===== config.mk =====
export PLATFORM = sky130hd
export DESIGN_NAME = tiny_vm_instruction_execute_unit_flat
export DESIGN_NICKNAME = d
export VERILOG_FILES = /design/src/tvm_pkg.sv /design/src/tvm_ifs.sv /design/src/tvm_front.sv /design/src/tvm_uop_queue.sv /design/src/tvm_back.sv /design/src/tiny_vm_instruction_execute_unit.sv /design/src/flat_wrapper.sv
export VERILOG_INCLUDE_DIRS = /design/src /design/src/src
export SDC_FILE = /design/constraint.sdc
export NUM_CORES = 2
export LEC_CHECK = 0
export BUFFER_PORTS_ARGS = -buffer_cell sky130_fd_sc_hd__buf_2
export CORE_MARGIN = 5
export CORE_UTILIZATION = 34
export CTS_CLUSTER_DIAMETER = 50
export DETAILED_ROUTE_END_ITERATION = 10
export SKIP_LAST_GASP = 1
export SLEW_MARGIN = 20
export SYNTH_ARGS = -nofsm -noshare
export SYNTH_HDL_FRONTEND = slang
export SYNTH_SLANG_ARGS = --single-unit

===== constraint.sdc =====
create_clock -name clk_i -period 44.6 [get_ports clk_i]
set_clock_uncertainty 0.05 [all_clocks]
set_input_delay 4.46 -clock clk_i [delete_from_list [all_inputs] [get_ports clk_i]]
set_output_delay 4.46 -clock clk_i [all_outputs]
set_load 0.005 [all_outputs]

===== src/tiny_vm_instruction_execute_unit_defines.svh =====
// Assertion macros shared by the execute unit.
// Both sample on clk_i and stay quiet while rst_ni is low.
`ifndef TINY_VM_INSTRUCTION_EXECUTE_UNIT_DEFINES_SVH
`define TINY_VM_INSTRUCTION_EXECUTE_UNIT_DEFINES_SVH

// Consequent must hold in the same cycle as the antecedent.
`define TVM_ASSERT_IMP(lbl, ante, cons, msg) \
  lbl: assert property (@(posedge clk_i) disable iff (!rst_ni) (ante) |-> (cons)) \
    else $error(msg);

// Consequent must hold in the cycle after the antecedent.
`define TVM_ASSERT_NXT(lbl, ante, cons, msg) \
  lbl: assert property (@(posedge clk_i) disable iff (!rst_ni) (ante) |=> (cons)) \
    else $error(msg);

`endif


===== src/tvm_pkg.sv =====
`timescale 1ns / 1ps
`default_nettype none

package tvm_pkg;

  // Fixed geometry of the machine.
  localparam int unsigned NumRegs  = 16;
  localparam int unsigned RegIdxW  = $clog2(NumRegs);
  localparam int unsigned MemBytes = 256;
  localparam int unsigned MemAddrW = $clog2(MemBytes);
  localparam int unsigned ImmW     = 16;
  localparam int unsigned ByteW    = 8;
  localparam int unsigned CmdW     = 5;

  // Instruction codes as they arrive on the input channel.
  typedef enum logic [CmdW-1:0] {
    CMD_READ = 5'd0,
    CMD_WRITE = 5'd1,
    CMD_SET = 5'd2,
    CMD_ADD = 5'd3,
    CMD_ADDI = 5'd4,
    CMD_SUB = 5'd5,
    CMD_SUBI = 5'd6,
    CMD_SHL = 5'd7,
    CMD_SHR = 5'd8,
    CMD_ANDI = 5'd9,
    CMD_ORI = 5'd10,
    CMD_XORI = 5'd11,
    CMD_AND = 5'd12,
    CMD_OR = 5'd13,
    CMD_XOR = 5'd14,
    CMD_STR = 5'd15,
    CMD_LDR = 5'd16,
    CMD_ST = 5'd17,
    CMD_LD = 5'd18,
    CMD_JMP = 5'd19,
    CMD_JZ = 5'd20,
    CMD_JNZ = 5'd21,
    CMD_HLT = 5'd22
  } cmd_e;

  // Operation classes carried out by the back end.
  typedef enum logic [3:0] {
    OP_NOP   = 4'd0,
    OP_PASS  = 4'd1,
    OP_ADD   = 4'd2,
    OP_SUB   = 4'd3,
    OP_AND   = 4'd4,
    OP_OR    = 4'd5,
    OP_XOR   = 4'd6,
    OP_SHL   = 4'd7,
    OP_SHR   = 4'd8,
    OP_STORE = 4'd9,
    OP_LOAD  = 4'd10,
    OP_OUT   = 4'd11,
    OP_JMP   = 4'd12,
    OP_JZ    = 4'd13,
    OP_JNZ   = 4'd14,
    OP_HALT  = 4'd15
  } exop_e;

  // One micro-operation as it travels through the queue.
  typedef struct packed {
    exop_e              op;
    logic               use_imm;
    logic [RegIdxW-1:0] idx_a;
    logic [RegIdxW-1:0] idx_b;
    logic               wr_en;
    logic [RegIdxW-1:0] wr_idx;
    logic [ImmW-1:0]    imm;
    logic               last;
  } uop_t;

  // Result word handed to the output channel.
  typedef struct packed {
    logic [ByteW-1:0] write_byte;
    logic             write_valid;
    logic             branch_taken;
    logic [ImmW-1:0]  branch_target;
    logic             halted;
  } res_t;

endpackage

`default_nettype wire


===== src/tvm_ifs.sv =====
`timescale 1ns / 1ps
`default_nettype none

// Input channel: one decoded instruction per word.
interface tvm_in_if;
  logic       valid;
  logic       ready;
  logic [4:0] command;
  logic [3:0] dest_reg;
  logic [3:0] src_reg_a;
  logic [3:0] src_reg_b;
  logic [15:0] immediate;
  logic [7:0] read_byte;
  logic       io_ok;

  modport source (
    output valid, command, dest_reg, src_reg_a, src_reg_b, immediate, read_byte, io_ok,
    input  ready
  );
  modport sink (
    input  valid, command, dest_reg, src_reg_a, src_reg_b, immediate, read_byte, io_ok,
    output ready
  );
endinterface

// Output channel: one result per instruction.
interface tvm_out_if;
  logic        valid;
  logic        ready;
  logic [7:0]  write_byte;
  logic        write_valid;
  logic        branch_taken;
  logic [15:0] branch_target;
  logic        halted;

  modport source (
    output valid, write_byte, write_valid, branch_taken, branch_target, halted,
    input  ready
  );
  modport sink (
    input  valid, write_byte, write_valid, branch_taken, branch_target, halted,
    output ready
  );
endinterface

`default_nettype wire


===== src/tvm_front.sv =====
`timescale 1ns / 1ps
`default_nettype none

module tvm_front (
  input  wire logic          clk_i,
  input  wire logic          rst_ni,
  tvm_in_if.sink             in_i,
  input  wire logic          space_i,
  output logic               push_o,
  output tvm_pkg::uop_t      push_uop_o
);
  import tvm_pkg::*;

  uop_t dec_uop;
  uop_t status_uop;
  logic need_split;
  logic accept;
  logic split_q;
  logic split_d;
  uop_t held_uop_q;

  // Decode the incoming word into the micro-operation that finishes it.
  always_comb begin
    dec_uop         = '0;
    dec_uop.op      = OP_NOP;
    dec_uop.idx_a   = in_i.src_reg_a;
    dec_uop.idx_b   = in_i.src_reg_b;
    dec_uop.wr_idx  = in_i.dest_reg;
    dec_uop.imm     = in_i.immediate;
    dec_uop.last    = 1'b1;
    need_split      = 1'b0;
    case (cmd_e'(in_i.command))
      CMD_READ: begin
        dec_uop.op      = OP_PASS;
        dec_uop.use_imm = 1'b1;
        dec_uop.imm     = ImmW'(in_i.read_byte);
        dec_uop.wr_en   = 1'b1;
        // The status goes first unless the byte overwrites it anyway.
        need_split      = (in_i.src_reg_a != in_i.dest_reg);
      end
      CMD_WRITE: begin
        dec_uop.op     = OP_OUT;
        dec_uop.idx_b  = in_i.dest_reg;
        dec_uop.imm    = ImmW'(in_i.io_ok);
        dec_uop.wr_en  = 1'b1;
        dec_uop.wr_idx = in_i.src_reg_a;
      end
      CMD_SET: begin
        dec_uop.op      = OP_PASS;
        dec_uop.use_imm = 1'b1;
        dec_uop.wr_en   = 1'b1;
      end
      CMD_ADD: begin
        dec_uop.op    = OP_ADD;
        dec_uop.wr_en = 1'b1;
      end
      CMD_ADDI: begin
        dec_uop.op      = OP_ADD;
        dec_uop.use_imm = 1'b1;
        dec_uop.wr_en   = 1'b1;
      end
      CMD_SUB: begin
        dec_uop.op    = OP_SUB;
        dec_uop.wr_en = 1'b1;
      end
      CMD_SUBI: begin
        dec_uop.op      = OP_SUB;
        dec_uop.use_imm = 1'b1;
        dec_uop.wr_en   = 1'b1;
      end
      CMD_SHL: begin
        dec_uop.op    = OP_SHL;
        dec_uop.wr_en = 1'b1;
      end
      CMD_SHR: begin
        dec_uop.op    = OP_SHR;
        dec_uop.wr_en = 1'b1;
      end
      CMD_ANDI: begin
        dec_uop.op      = OP_AND;
        dec_uop.use_imm = 1'b1;
        dec_uop.wr_en   = 1'b1;
      end
      CMD_ORI: begin
        dec_uop.op      = OP_OR;
        dec_uop.use_imm = 1'b1;
        dec_uop.wr_en   = 1'b1;
      end
      CMD_XORI: begin
        dec_uop.op      = OP_XOR;
        dec_uop.use_imm = 1'b1;
        dec_uop.wr_en   = 1'b1;
      end
      CMD_AND: begin
        dec_uop.op    = OP_AND;
        dec_uop.wr_en = 1'b1;
      end
      CMD_OR: begin
        dec_uop.op    = OP_OR;
        dec_uop.wr_en = 1'b1;
      end
      CMD_XOR: begin
        dec_uop.op    = OP_XOR;
        dec_uop.wr_en = 1'b1;
      end
      CMD_STR: begin
        dec_uop.op    = OP_STORE;
        dec_uop.idx_b = in_i.dest_reg;
      end
      CMD_LDR: begin
        dec_uop.op    = OP_LOAD;
        dec_uop.wr_en = 1'b1;
      end
      CMD_ST: begin
        dec_uop.op      = OP_STORE;
        dec_uop.use_imm = 1'b1;
      end
      CMD_LD: begin
        dec_uop.op     = OP_LOAD;
        dec_uop.wr_en  = 1'b1;
        dec_uop.wr_idx = in_i.immediate[RegIdxW-1:0];
      end
      CMD_JMP: begin
        dec_uop.op = OP_JMP;
      end
      CMD_JZ: begin
        dec_uop.op    = OP_JZ;
        dec_uop.idx_b = in_i.dest_reg;
      end
      CMD_JNZ: begin
        dec_uop.op    = OP_JNZ;
        dec_uop.idx_b = in_i.dest_reg;
      end
      CMD_HLT: begin
        dec_uop.op = OP_HALT;
      end
      default: begin
        dec_uop.op = OP_NOP;
      end
    endcase
  end

  // Status write of a read, issued ahead of the byte write and silent on output.
  always_comb begin
    status_uop         = dec_uop;
    status_uop.op      = OP_PASS;
    status_uop.use_imm = 1'b1;
    status_uop.imm     = ImmW'(in_i.io_ok);
    status_uop.wr_en   = 1'b1;
    status_uop.wr_idx  = in_i.src_reg_a;
    status_uop.last    = 1'b0;
  end

  // Input is held off while the second half of a split read is queued.
  assign in_i.ready = space_i && !split_q;
  assign accept     = in_i.valid && in_i.ready;

  always_comb begin
    split_d = split_q;
    if (split_q && space_i) begin
      split_d = 1'b0;
    end else if (accept && need_split) begin
      split_d = 1'b1;
    end
  end

  assign push_o = split_q ? space_i : accept;

  always_comb begin
    if (split_q) begin
      push_uop_o = held_uop_q;
    end else if (need_split) begin
      push_uop_o = status_uop;
    end else begin
      push_uop_o = dec_uop;
    end
  end

  always_ff @(posedge clk_i or negedge rst_ni) begin
    if (!rst_ni) begin
      split_q <= 1'b0;
    end else begin
      split_q <= split_d;
    end
  end

  // The byte write waits here while the status write goes ahead.
  always_ff @(posedge clk_i) begin
    if (accept && need_split) begin
      held_uop_q <= dec_uop;
    end
  end

endmodule

`default_nettype wire


===== src/tvm_uop_queue.sv =====
`timescale 1ns / 1ps
`default_nettype none
`include "tiny_vm_instruction_execute_unit_defines.svh"

module tvm_uop_queue (
  input  wire logic           clk_i,
  input  wire logic           rst_ni,
  input  wire logic           push_i,
  input  wire tvm_pkg::uop_t  push_uop_i,
  output logic                space_o,
  input  wire logic           pop_i,
  output logic                head_valid_o,
  output tvm_pkg::uop_t       head_uop_o
);
  import tvm_pkg::*;

  localparam int unsigned QDepth = 2;
  localparam int unsigned QPtrW  = $clog2(QDepth);
  localparam int unsigned QCntW  = $clog2(QDepth + 1);

  uop_t              q_mem [QDepth];
  logic [QPtrW-1:0]  wr_ptr_q;
  logic [QPtrW-1:0]  rd_ptr_q;
  logic [QCntW-1:0]  cnt_q;

  assign space_o      = (cnt_q != QCntW'(QDepth));
  assign head_valid_o = (cnt_q != '0);
  assign head_uop_o   = q_mem[rd_ptr_q];

  // Pointers and fill count.
  always_ff @(posedge clk_i or negedge rst_ni) begin
    if (!rst_ni) begin
      wr_ptr_q <= '0;
      rd_ptr_q <= '0;
      cnt_q    <= '0;
    end else begin
      if (push_i) begin
        wr_ptr_q <= wr_ptr_q + QPtrW'(1);
      end
      if (pop_i) begin
        rd_ptr_q <= rd_ptr_q + QPtrW'(1);
      end
      cnt_q <= cnt_q + QCntW'(push_i) - QCntW'(pop_i);
    end
  end

  // Entry storage.
  always_ff @(posedge clk_i) begin
    if (push_i) begin
      q_mem[wr_ptr_q] <= push_uop_i;
    end
  end

  `TVM_ASSERT_IMP(a_push_has_room, push_i, space_o, "queue pushed while full")
  `TVM_ASSERT_IMP(a_pop_has_entry, pop_i, head_valid_o, "queue popped while empty")

endmodule

`default_nettype wire


===== src/tvm_back.sv =====
`timescale 1ns / 1ps
`default_nettype none
`include "tiny_vm_instruction_execute_unit_defines.svh"

module tvm_back #(
  parameter int unsigned WORD_WIDTH = 32
) (
  input  wire logic           clk_i,
  input  wire logic           rst_ni,
  input  wire logic           head_valid_i,
  input  wire tvm_pkg::uop_t  head_uop_i,
  output logic                pop_o,
  tvm_out_if.source           out_o
);
  import tvm_pkg::*;

  logic advance;

  // Register file with write-first read ports.
  logic [WORD_WIDTH-1:0] rf_mem [NumRegs];
  logic [NumRegs-1:0]    rf_vld_q;
  logic                  rf_we;
  logic [RegIdxW-1:0]    rf_waddr;
  logic [WORD_WIDTH-1:0] rf_wdata;
  logic [WORD_WIDTH-1:0] rda_q;
  logic [WORD_WIDTH-1:0] rdb_q;

  // Data memory.
  logic [ByteW-1:0]      dmem [MemBytes];
  logic [MemBytes-1:0]   dmem_vld_q;
  logic [MemAddrW-1:0]   dmem_addr;
  logic                  dmem_we;
  logic [ByteW-1:0]      dmem_rdata_q;

  // Execute stage.
  logic                  ex_vld_q;
  uop_t                  ex_uop_q;
  logic                  fwd_a;
  logic                  fwd_b;
  logic [WORD_WIDTH-1:0] opa;
  logic [WORD_WIDTH-1:0] reg_b;
  logic [WORD_WIDTH-1:0] opb;
  logic                  shift_big;
  logic [WORD_WIDTH-1:0] alu_res;
  res_t                  ex_res;

  // Memory and write-back stage.
  logic                  mem_vld_q;
  uop_t                  mem_uop_q;
  logic [WORD_WIDTH-1:0] mem_alu_q;
  res_t                  mem_res_q;

  // Output register.
  logic                  out_vld_q;
  res_t                  out_res_q;

  // The whole pipeline moves together unless a result waits at the output.
  assign advance = !out_vld_q || out_o.ready;
  assign pop_o   = advance && head_valid_i;

  // Write-back from the memory stage.
  assign rf_we    = advance && mem_vld_q && mem_uop_q.wr_en;
  assign rf_waddr = mem_uop_q.wr_idx;
  assign rf_wdata = (mem_uop_q.op == OP_LOAD) ? WORD_WIDTH'(dmem_rdata_q) : mem_alu_q;

  always_ff @(posedge clk_i) begin
    if (rf_we) begin
      rf_mem[rf_waddr] <= rf_wdata;
    end
    if (advance) begin
      if (rf_we && (rf_waddr == head_uop_i.idx_a)) begin
        rda_q <= rf_wdata;
      end else begin
        rda_q <= rf_vld_q[head_uop_i.idx_a] ? rf_mem[head_uop_i.idx_a] : '0;
      end
      if (rf_we && (rf_waddr == head_uop_i.idx_b)) begin
        rdb_q <= rf_wdata;
      end else begin
        rdb_q <= rf_vld_q[head_uop_i.idx_b] ? rf_mem[head_uop_i.idx_b] : '0;
      end
    end
  end

  // Entries that were never written read as zero.
  always_ff @(posedge clk_i or negedge rst_ni) begin
    if (!rst_ni) begin
      rf_vld_q <= '0;
    end else if (rf_we) begin
      rf_vld_q[rf_waddr] <= 1'b1;
    end
  end

  // Operands, with the memory stage result forwarded ahead of its write-back.
  assign fwd_a = mem_vld_q && mem_uop_q.wr_en && (mem_uop_q.wr_idx == ex_uop_q.idx_a);
  assign fwd_b = mem_vld_q && mem_uop_q.wr_en && (mem_uop_q.wr_idx == ex_uop_q.idx_b);
  assign opa   = fwd_a ? rf_wdata : rda_q;
  assign reg_b = fwd_b ? rf_wdata : rdb_q;
  assign opb   = ex_uop_q.use_imm ? WORD_WIDTH'(ex_uop_q.imm) : reg_b;

  assign shift_big = (ex_uop_q.imm >= ImmW'(WORD_WIDTH));

  // Arithmetic and logic.
  always_comb begin
    case (ex_uop_q.op)
      OP_PASS: alu_res = opb;
      OP_ADD:  alu_res = opa + opb;
      OP_SUB:  alu_res = opa - opb;
      OP_AND:  alu_res = opa & opb;
      OP_OR:   alu_res = opa | opb;
      OP_XOR:  alu_res = opa ^ opb;
      OP_SHL:  alu_res = shift_big ? '0 : (opa << ex_uop_q.imm);
      OP_SHR:  alu_res = shift_big ? '0 : (opa >> ex_uop_q.imm);
      OP_OUT:  alu_res = WORD_WIDTH'(ex_uop_q.imm);
      default: alu_res = '0;
    endcase
  end

  // Output word: character, branch and halt reporting.
  always_comb begin
    ex_res = '0;
    case (ex_uop_q.op)
      OP_OUT: begin
        ex_res.write_byte  = reg_b[ByteW-1:0];
        ex_res.write_valid = 1'b1;
      end
      OP_JMP:  ex_res.branch_taken = 1'b1;
      OP_JZ:   ex_res.branch_taken = (reg_b == '0);
      OP_JNZ:  ex_res.branch_taken = (reg_b != '0);
      OP_HALT: ex_res.halted = 1'b1;
      default: ex_res = '0;
    endcase
    ex_res.branch_target = ex_res.branch_taken ? ex_uop_q.imm : '0;
  end

  // Byte memory: stores write at the end of execute, loads read into a register.
  assign dmem_addr = opa[MemAddrW-1:0];
  assign dmem_we   = advance && ex_vld_q && (ex_uop_q.op == OP_STORE);

  always_ff @(posedge clk_i) begin
    if (dmem_we) begin
      dmem[dmem_addr] <= opb[ByteW-1:0];
    end
    if (advance) begin
      dmem_rdata_q <= dmem_vld_q[dmem_addr] ? dmem[dmem_addr] : '0;
    end
  end

  always_ff @(posedge clk_i or negedge rst_ni) begin
    if (!rst_ni) begin
      dmem_vld_q <= '0;
    end else if (dmem_we) begin
      dmem_vld_q[dmem_addr] <= 1'b1;
    end
  end

  // Stage valid bits.
  always_ff @(posedge clk_i or negedge rst_ni) begin
    if (!rst_ni) begin
      ex_vld_q  <= 1'b0;
      mem_vld_q <= 1'b0;
      out_vld_q <= 1'b0;
    end else if (advance) begin
      ex_vld_q  <= head_valid_i;
      mem_vld_q <= ex_vld_q;
      out_vld_q <= mem_vld_q && mem_uop_q.last;
    end
  end

  // Stage payloads.
  always_ff @(posedge clk_i) begin
    if (advance) begin
      ex_uop_q  <= head_uop_i;
      mem_uop_q <= ex_uop_q;
      mem_alu_q <= alu_res;
      mem_res_q <= ex_res;
      out_res_q <= mem_res_q;
    end
  end

  assign out_o.valid         = out_vld_q;
  assign out_o.write_byte    = out_res_q.write_byte;
  assign out_o.write_valid   = out_res_q.write_valid;
  assign out_o.branch_taken  = out_res_q.branch_taken;
  assign out_o.branch_target = out_res_q.branch_target;
  assign out_o.halted        = out_res_q.halted;

  `TVM_ASSERT_NXT(a_ex_holds_on_stall, !advance && ex_vld_q, ex_vld_q && $stable(ex_uop_q), "execute stage changed during a stall")
  `TVM_ASSERT_NXT(a_status_write_silent, advance && mem_vld_q && !mem_uop_q.last, !out_vld_q, "status write produced a result")

endmodule

`default_nettype wire


===== src/tiny_vm_instruction_execute_unit.sv =====
// Channel   Direction  Handshake      Word
// in_i      sink       valid / ready  command, register indices, immediate, read byte, io status
// out_o     source     valid / ready  written byte and flag, branch flag and target, halt flag
//
// One instruction is accepted per cycle while the queue has room and no split read is pending;
// a read whose status and byte registers differ needs two register-file writes, so it is split
// in two and input is held off until the byte write is queued. A result passes through the
// queue, the execute and memory stages and the output register on its way out.
// Reset clears the register file and data memory at once through per-entry valid bits.
// A result held at the output stalls the back end; the two-entry queue lets the front keep going.
`timescale 1ns / 1ps
`default_nettype none

module tiny_vm_instruction_execute_unit #(
  parameter int unsigned WORD_WIDTH = 32
) (
  input  wire logic  clk_i,
  input  wire logic  rst_ni,
  tvm_in_if.sink     in_i,
  tvm_out_if.source  out_o
);
  import tvm_pkg::*;

  logic push;
  uop_t push_uop;
  logic space;
  logic pop;
  logic head_valid;
  uop_t head_uop;

  // Decode and split.
  tvm_front u_front (
    .clk_i      (clk_i),
    .rst_ni     (rst_ni),
    .in_i       (in_i),
    .space_i    (space),
    .push_o     (push),
    .push_uop_o (push_uop)
  );

  // Decoupling queue.
  tvm_uop_queue u_queue (
    .clk_i        (clk_i),
    .rst_ni       (rst_ni),
    .push_i       (push),
    .push_uop_i   (push_uop),
    .space_o      (space),
    .pop_i        (pop),
    .head_valid_o (head_valid),
    .head_uop_o   (head_uop)
  );

  // Register file, byte memory and result pipeline.
  tvm_back #(
    .WORD_WIDTH (WORD_WIDTH)
  ) u_back (
    .clk_i        (clk_i),
    .rst_ni       (rst_ni),
    .head_valid_i (head_valid),
    .head_uop_i   (head_uop),
    .pop_o        (pop),
    .out_o        (out_o)
  );

endmodule

`default_nettype wire


===== src/flat_wrapper.sv =====
// flat-port wrapper written by rule: the top's interface ports become plain ports
module tiny_vm_instruction_execute_unit_flat import tvm_pkg::*;
#(
  parameter int unsigned WORD_WIDTH = 32
)
  (clk_i, rst_ni, in_i_valid, in_i_command, in_i_dest_reg, in_i_src_reg_a, in_i_src_reg_b, in_i_immediate, in_i_read_byte, in_i_io_ok, in_i_ready, out_o_valid, out_o_write_byte, out_o_write_valid, out_o_branch_taken, out_o_branch_target, out_o_halted, out_o_ready);
  tvm_in_if in_i_i ();
  tvm_out_if out_o_i ();
  input  wire logic clk_i;
  input  wire logic rst_ni;
  input wire logic [$bits(in_i_i.valid)-1:0] in_i_valid;
  input wire logic [$bits(in_i_i.command)-1:0] in_i_command;
  input wire logic [$bits(in_i_i.dest_reg)-1:0] in_i_dest_reg;
  input wire logic [$bits(in_i_i.src_reg_a)-1:0] in_i_src_reg_a;
  input wire logic [$bits(in_i_i.src_reg_b)-1:0] in_i_src_reg_b;
  input wire logic [$bits(in_i_i.immediate)-1:0] in_i_immediate;
  input wire logic [$bits(in_i_i.read_byte)-1:0] in_i_read_byte;
  input wire logic [$bits(in_i_i.io_ok)-1:0] in_i_io_ok;
  output wire logic [$bits(in_i_i.ready)-1:0] in_i_ready;
  output wire logic [$bits(out_o_i.valid)-1:0] out_o_valid;
  output wire logic [$bits(out_o_i.write_byte)-1:0] out_o_write_byte;
  output wire logic [$bits(out_o_i.write_valid)-1:0] out_o_write_valid;
  output wire logic [$bits(out_o_i.branch_taken)-1:0] out_o_branch_taken;
  output wire logic [$bits(out_o_i.branch_target)-1:0] out_o_branch_target;
  output wire logic [$bits(out_o_i.halted)-1:0] out_o_halted;
  input wire logic [$bits(out_o_i.ready)-1:0] out_o_ready;
  assign in_i_i.valid = in_i_valid;
  assign in_i_i.command = in_i_command;
  assign in_i_i.dest_reg = in_i_dest_reg;
  assign in_i_i.src_reg_a = in_i_src_reg_a;
  assign in_i_i.src_reg_b = in_i_src_reg_b;
  assign in_i_i.immediate = in_i_immediate;
  assign in_i_i.read_byte = in_i_read_byte;
  assign in_i_i.io_ok = in_i_io_ok;
  assign in_i_ready = in_i_i.ready;
  assign out_o_valid = out_o_i.valid;
  assign out_o_write_byte = out_o_i.write_byte;
  assign out_o_write_valid = out_o_i.write_valid;
  assign out_o_branch_taken = out_o_i.branch_taken;
  assign out_o_branch_target = out_o_i.branch_target;
  assign out_o_halted = out_o_i.halted;
  assign out_o_i.ready = out_o_ready;
  tiny_vm_instruction_execute_unit #(.WORD_WIDTH(WORD_WIDTH)) u_core (.clk_i(clk_i), .rst_ni(rst_ni), .in_i(in_i_i), .out_o(out_o_i));
endmodule

==> impl_metrics.toml <==
[logic_synthesis]
synth-warning-count = 0
synth_cell_area_um2 = 139900
postSynth.topFlopCell = "edfxtp_1"
synth_top_cells_by_area = "edfxtp_1 62%, dfrtp_1 5.0%, nand2_1 4.9%"
number_of_storage_elements_in_the_synthesis_netlist = 3147
post-synth-top-count-cell = "edfxtp_1"
number_of_synthesized_flops_with_an_enable_pin = 2867
library_cell_with_the_largest_summed_area_after_synthesis = "edfxtp_1"
yosys.cell_types.count = 90
syn_nets = 11030
syn-instance-count = 10880
ys_seq_area_frac = 0.6656
syn-mean-instance-area_um2 = 12.85
postSynth.asyncResetShare = 0.08897
synthTopCellsByCount = "2867 x edfxtp_1, 1829 x nand2_1, 572 x nand3_1, 557 x mux2i_1, 500 x clkbuf_1"
synthDominantCellAreaShare = 0.6155

[cells_and_area]
areaGrowthSynthToFinish_pct = 13.86
stdcell_area_um2 = 159300
finish.cell_count_without_fillers = 16590
fillCellCount = 38340
final_core_util = 0.3886
count_of_nets_after_finishing = 10960
final_layout_size_suffix_gt1_frac = 0.1441

[setup_path]
cp.required_ns = 45.28
critical_path_arrival_ns = 8.69
timing.critical_path.cells = "xor2_1 > or2_2 > o21ai_4 > buf_12 > nand2_8 > inv_8 > buf_4 > buf_4 > buf_4 > mux4_2 > and3_1 > or4_1 > or4_1 > or4_1 > o41a_1"
crit-reg2reg-capture = "u_core.u_back.dmem_rdata_q[0]"
regToRegStartpoint = "u_core.u_back.rf_waddr[0]"
path_class = "reg -> reg"
timing.critical_path.slowest_cell_delay_ns = 0.76
setup.worst_path.end_class = "flip-flop"
cpMaxStageDelayCell = "buf_4"
cp_max_fo = 75
start_kind = "flip-flop"
ff2ff_path_depth = 15
setup.reg_to_reg.worst_slack_ns = 36.59

[worst_hold_path]
worst_hold_path.endpoint = "u_core.u_back.out_o.write_byte[4]"
worst_hold_startpoint = "u_core.u_back.mem_res_q[23]"
whs_path_depth = 0
worstHoldPathType = "reg -> reg"

[timing]
setup_violations = 0
slew_worst_pin_ns = 1.337
final.setup.tns_ns = 0
report.final.hold_viol_count = 0
finalMaxSlewViolations = 0
layout_min_cycle_time_ns = 8.010
period_share = 0.1796
grt_setup_unrepaired = "no"
timing.slew.headroom = 0.1088
clock.fmax_ghz = 0.1248

[drt]
drt-wirelength-per-cell_um = 32.01
route.final.wire_length_um = 531200
dr.pass1.iters = 8
route.antenna.remaining_nets = 0
drt-vias-per-instance = 6.048
initial_drc_count = 15360
via_count = 100400
drt_drc_violations_left = 0

[clock_tree]
post-cts-setup-buffers = 0
clock_sinks = 3147
worst_setup_hold_path_clk_slew_ns = 0.07
ctsHtreeMaxLevel = 5
post_cts_hold_buffer_count = 0
tritoncts.num_buffers = 355
post_cts_resized = 0
clk_root_buffer_cell = "clkbuf_16"
cts_tree = "yes"
clock_latency_ns = 0.98
cts_buffer_depth = 4

[floorplan]
die_width_um = 651.4
io-pin-count = 75
die-area_um2 = 424300
core_area_um2 = 409900
floorplan.rows = 235
effective_utilization_at_floorplan = 0.3413
die_h_um = 651.4

[global_route]
grt_remaining_overflow = 0
first_global_vias = 93070
grt_start_max_net_pins = 178
antenna_found_initial = 31
globalRouteTotalUtil = 0.2398
grt_first_pass_wirelength_um = 736600

[place]
place.detailed.instances = 15910
port_buffers = 74
finalWeightedCongestion = 1.042
place_hpwl_um = 327900
placement.cell_area_um2 = 147100

[pwr]
max-vdd-ir-drop_mv = 0.08209
totalPowerFinal_mw = 12.00
power_density_nw_per_um2 = 75.35
leakage_nw = 55.60

[outcome]
outcome = "finished, final reports clean"

[flow_run]
maxCapViolations = 0
[through the flow]
stage	hold slack [ns]	setup slack, ns
floorplan	0.3503	28.01
global placement	0.3514	36.00
detailed placement	0.3545	35.97
CTS	0.3554	36.55
global route	0.3715	36.29
finish	0.3433	36.59
[critical path: cells and delay by family (launching register included)]
| family | cells | cell delay, ns |
|---|---|---|
| multiplexers | 1 | 0.60 |
| flip-flops | 1 | 0.55 |
| AND/OR/NAND/NOR | 6 | 2.43 |
| AO/OA/AOI/OAI | 2 | 0.56 |
| XOR/XNOR | 1 | 0.24 |
| buffers and inverters | 5 | 3.20 |
[layer usage]
| layer | part of all wire | wire length, µm | track usage | vias to the layer above |
|---|---|---|---|---|
| li1 | - | - | - | 41380 |
| met1 | 0.37 | 198900 | 0.3175 | 50620 |
| met2 | 0.43 | 226800 | 0.3519 | 7007 |
| met3 | 0.13 | 69980 | 0.07186 | 1326 |
| met4 | 0.066 | 35310 | 0.1316 | 18 |
| met5 | 0.00033 | 173 | 0.001245 | - |
[flip-flops by register name (all words and copies together), names as in the netlist, 6 cells and up]
| name | flops |
|---|---|
| u_core.u_back.dmem | 2048 |
| u_core.u_back.rf_mem | 512 |
| u_core.u_back.dmem_vld_q | 256 |
| u_core.u_queue.q_mem | 70 |
| u_core.u_back.ex_uop_q | 35 |
| u_core.u_front.held_uop_q | 34 |
| u_core.u_back.mem_alu_q | 32 |
| u_core.u_back.rda_q | 32 |
| u_core.u_back.rdb_q | 32 |
| u_core.u_back.mem_res_q | 27 |
| u_core.u_back.out_o.branch_target | 16 |
| u_core.u_back.rf_vld_q | 16 |
| u_core.u_back.dmem_rdata_q | 8 |
| u_core.u_back.out_o.write_byte | 8 |
| u_core.u_back.mem_uop_q | 6 |
[worst max path at each step]
stage / start / end / slack, ns / cells after the start
after global placement: out_o_ready / u_core.u_back.dmem[245][3] / 36.00 / 7
after global routing: u_core.u_back.rf_waddr[0] / u_core.u_back.dmem_rdata_q[0] / 36.29 / 15
final: u_core.u_back.rf_waddr[0] / u_core.u_back.dmem_rdata_q[0] / 36.59 / 15
after CTS: u_core.u_back.rf_waddr[0] / u_core.u_back.dmem_rdata_q[0] / 36.55 / 15
after detailed placement: out_o_ready / u_core.u_back.dmem[21][1] / 35.97 / 7
after floorplan: u_core.u_back.rf_waddr[2] / u_core.u_back.mem_alu_q[26] / 28.01 / 22
[power by group]
part / switching (mW) / leakage [nW] / internal (mW)
registers: 0.142 / 30.2 / 3.93
logic: 3.70 / 19.7 / 1.24
clock network: 1.27 / 5.77 / 1.72
total: 5.11 / 55.6 / 6.89
[cells by family after synthesis]
logic type / after synthesis / share of synthesized area
xor+xnor: 78 / 0.004884
buf+inv: 922 / 0.02690
simple gates: 3784 / 0.1234
compound gates: 2060 / 0.09854
flops: 3147 / 0.6656
mux: 792 / 0.07174
fa+ha+maj: 100 / 0.008999
[cells in the final DEF (no fill, tap or decap), types with 33 or more instances in the layout]
master and count:
edfxtp_1 2867, nand2_1 1827, nand3_1 568, mux2i_1 544, a21oi_1 465, nor2_1 408, clkbuf_16 361, o21ai_0 320
or2_2 288, dfrtp_1 279, buf_4 264, a311oi_1 225, and3_1 210, o22ai_1 209, mux4_2 159, a31oi_1 128
inv_1 116, nand4_1 111, a22oi_1 101, ha_1 99, nor3_1 91, a211oi_1 77, buf_2 74, mux2_2 73
clkbuf_1 69, xnor2_1 60, o211ai_1 59, clkinv_2 50, a22o_1 49, and2_1 47, nor4_1 45, a32oi_1 41
a21o_1 37, clkinv_1 34, clkbuf_8 33, clkinvlp_4 33
[area by class of cell]
type	count	area (µm²)	area share
repair buffers	362	2850	0.01790
flip-flops and latches	3147	93100	0.5846
clock buffers	463	9747	0.06120
inverters	136	583.1	0.003661
multi-input cells	6814	43890	0.2756
clock inverters	199	2223	0.01396
diodes	21	52.55	0.0003300
well taps	5451	6820	0.04282
Power figures use the tool's default switching activity.
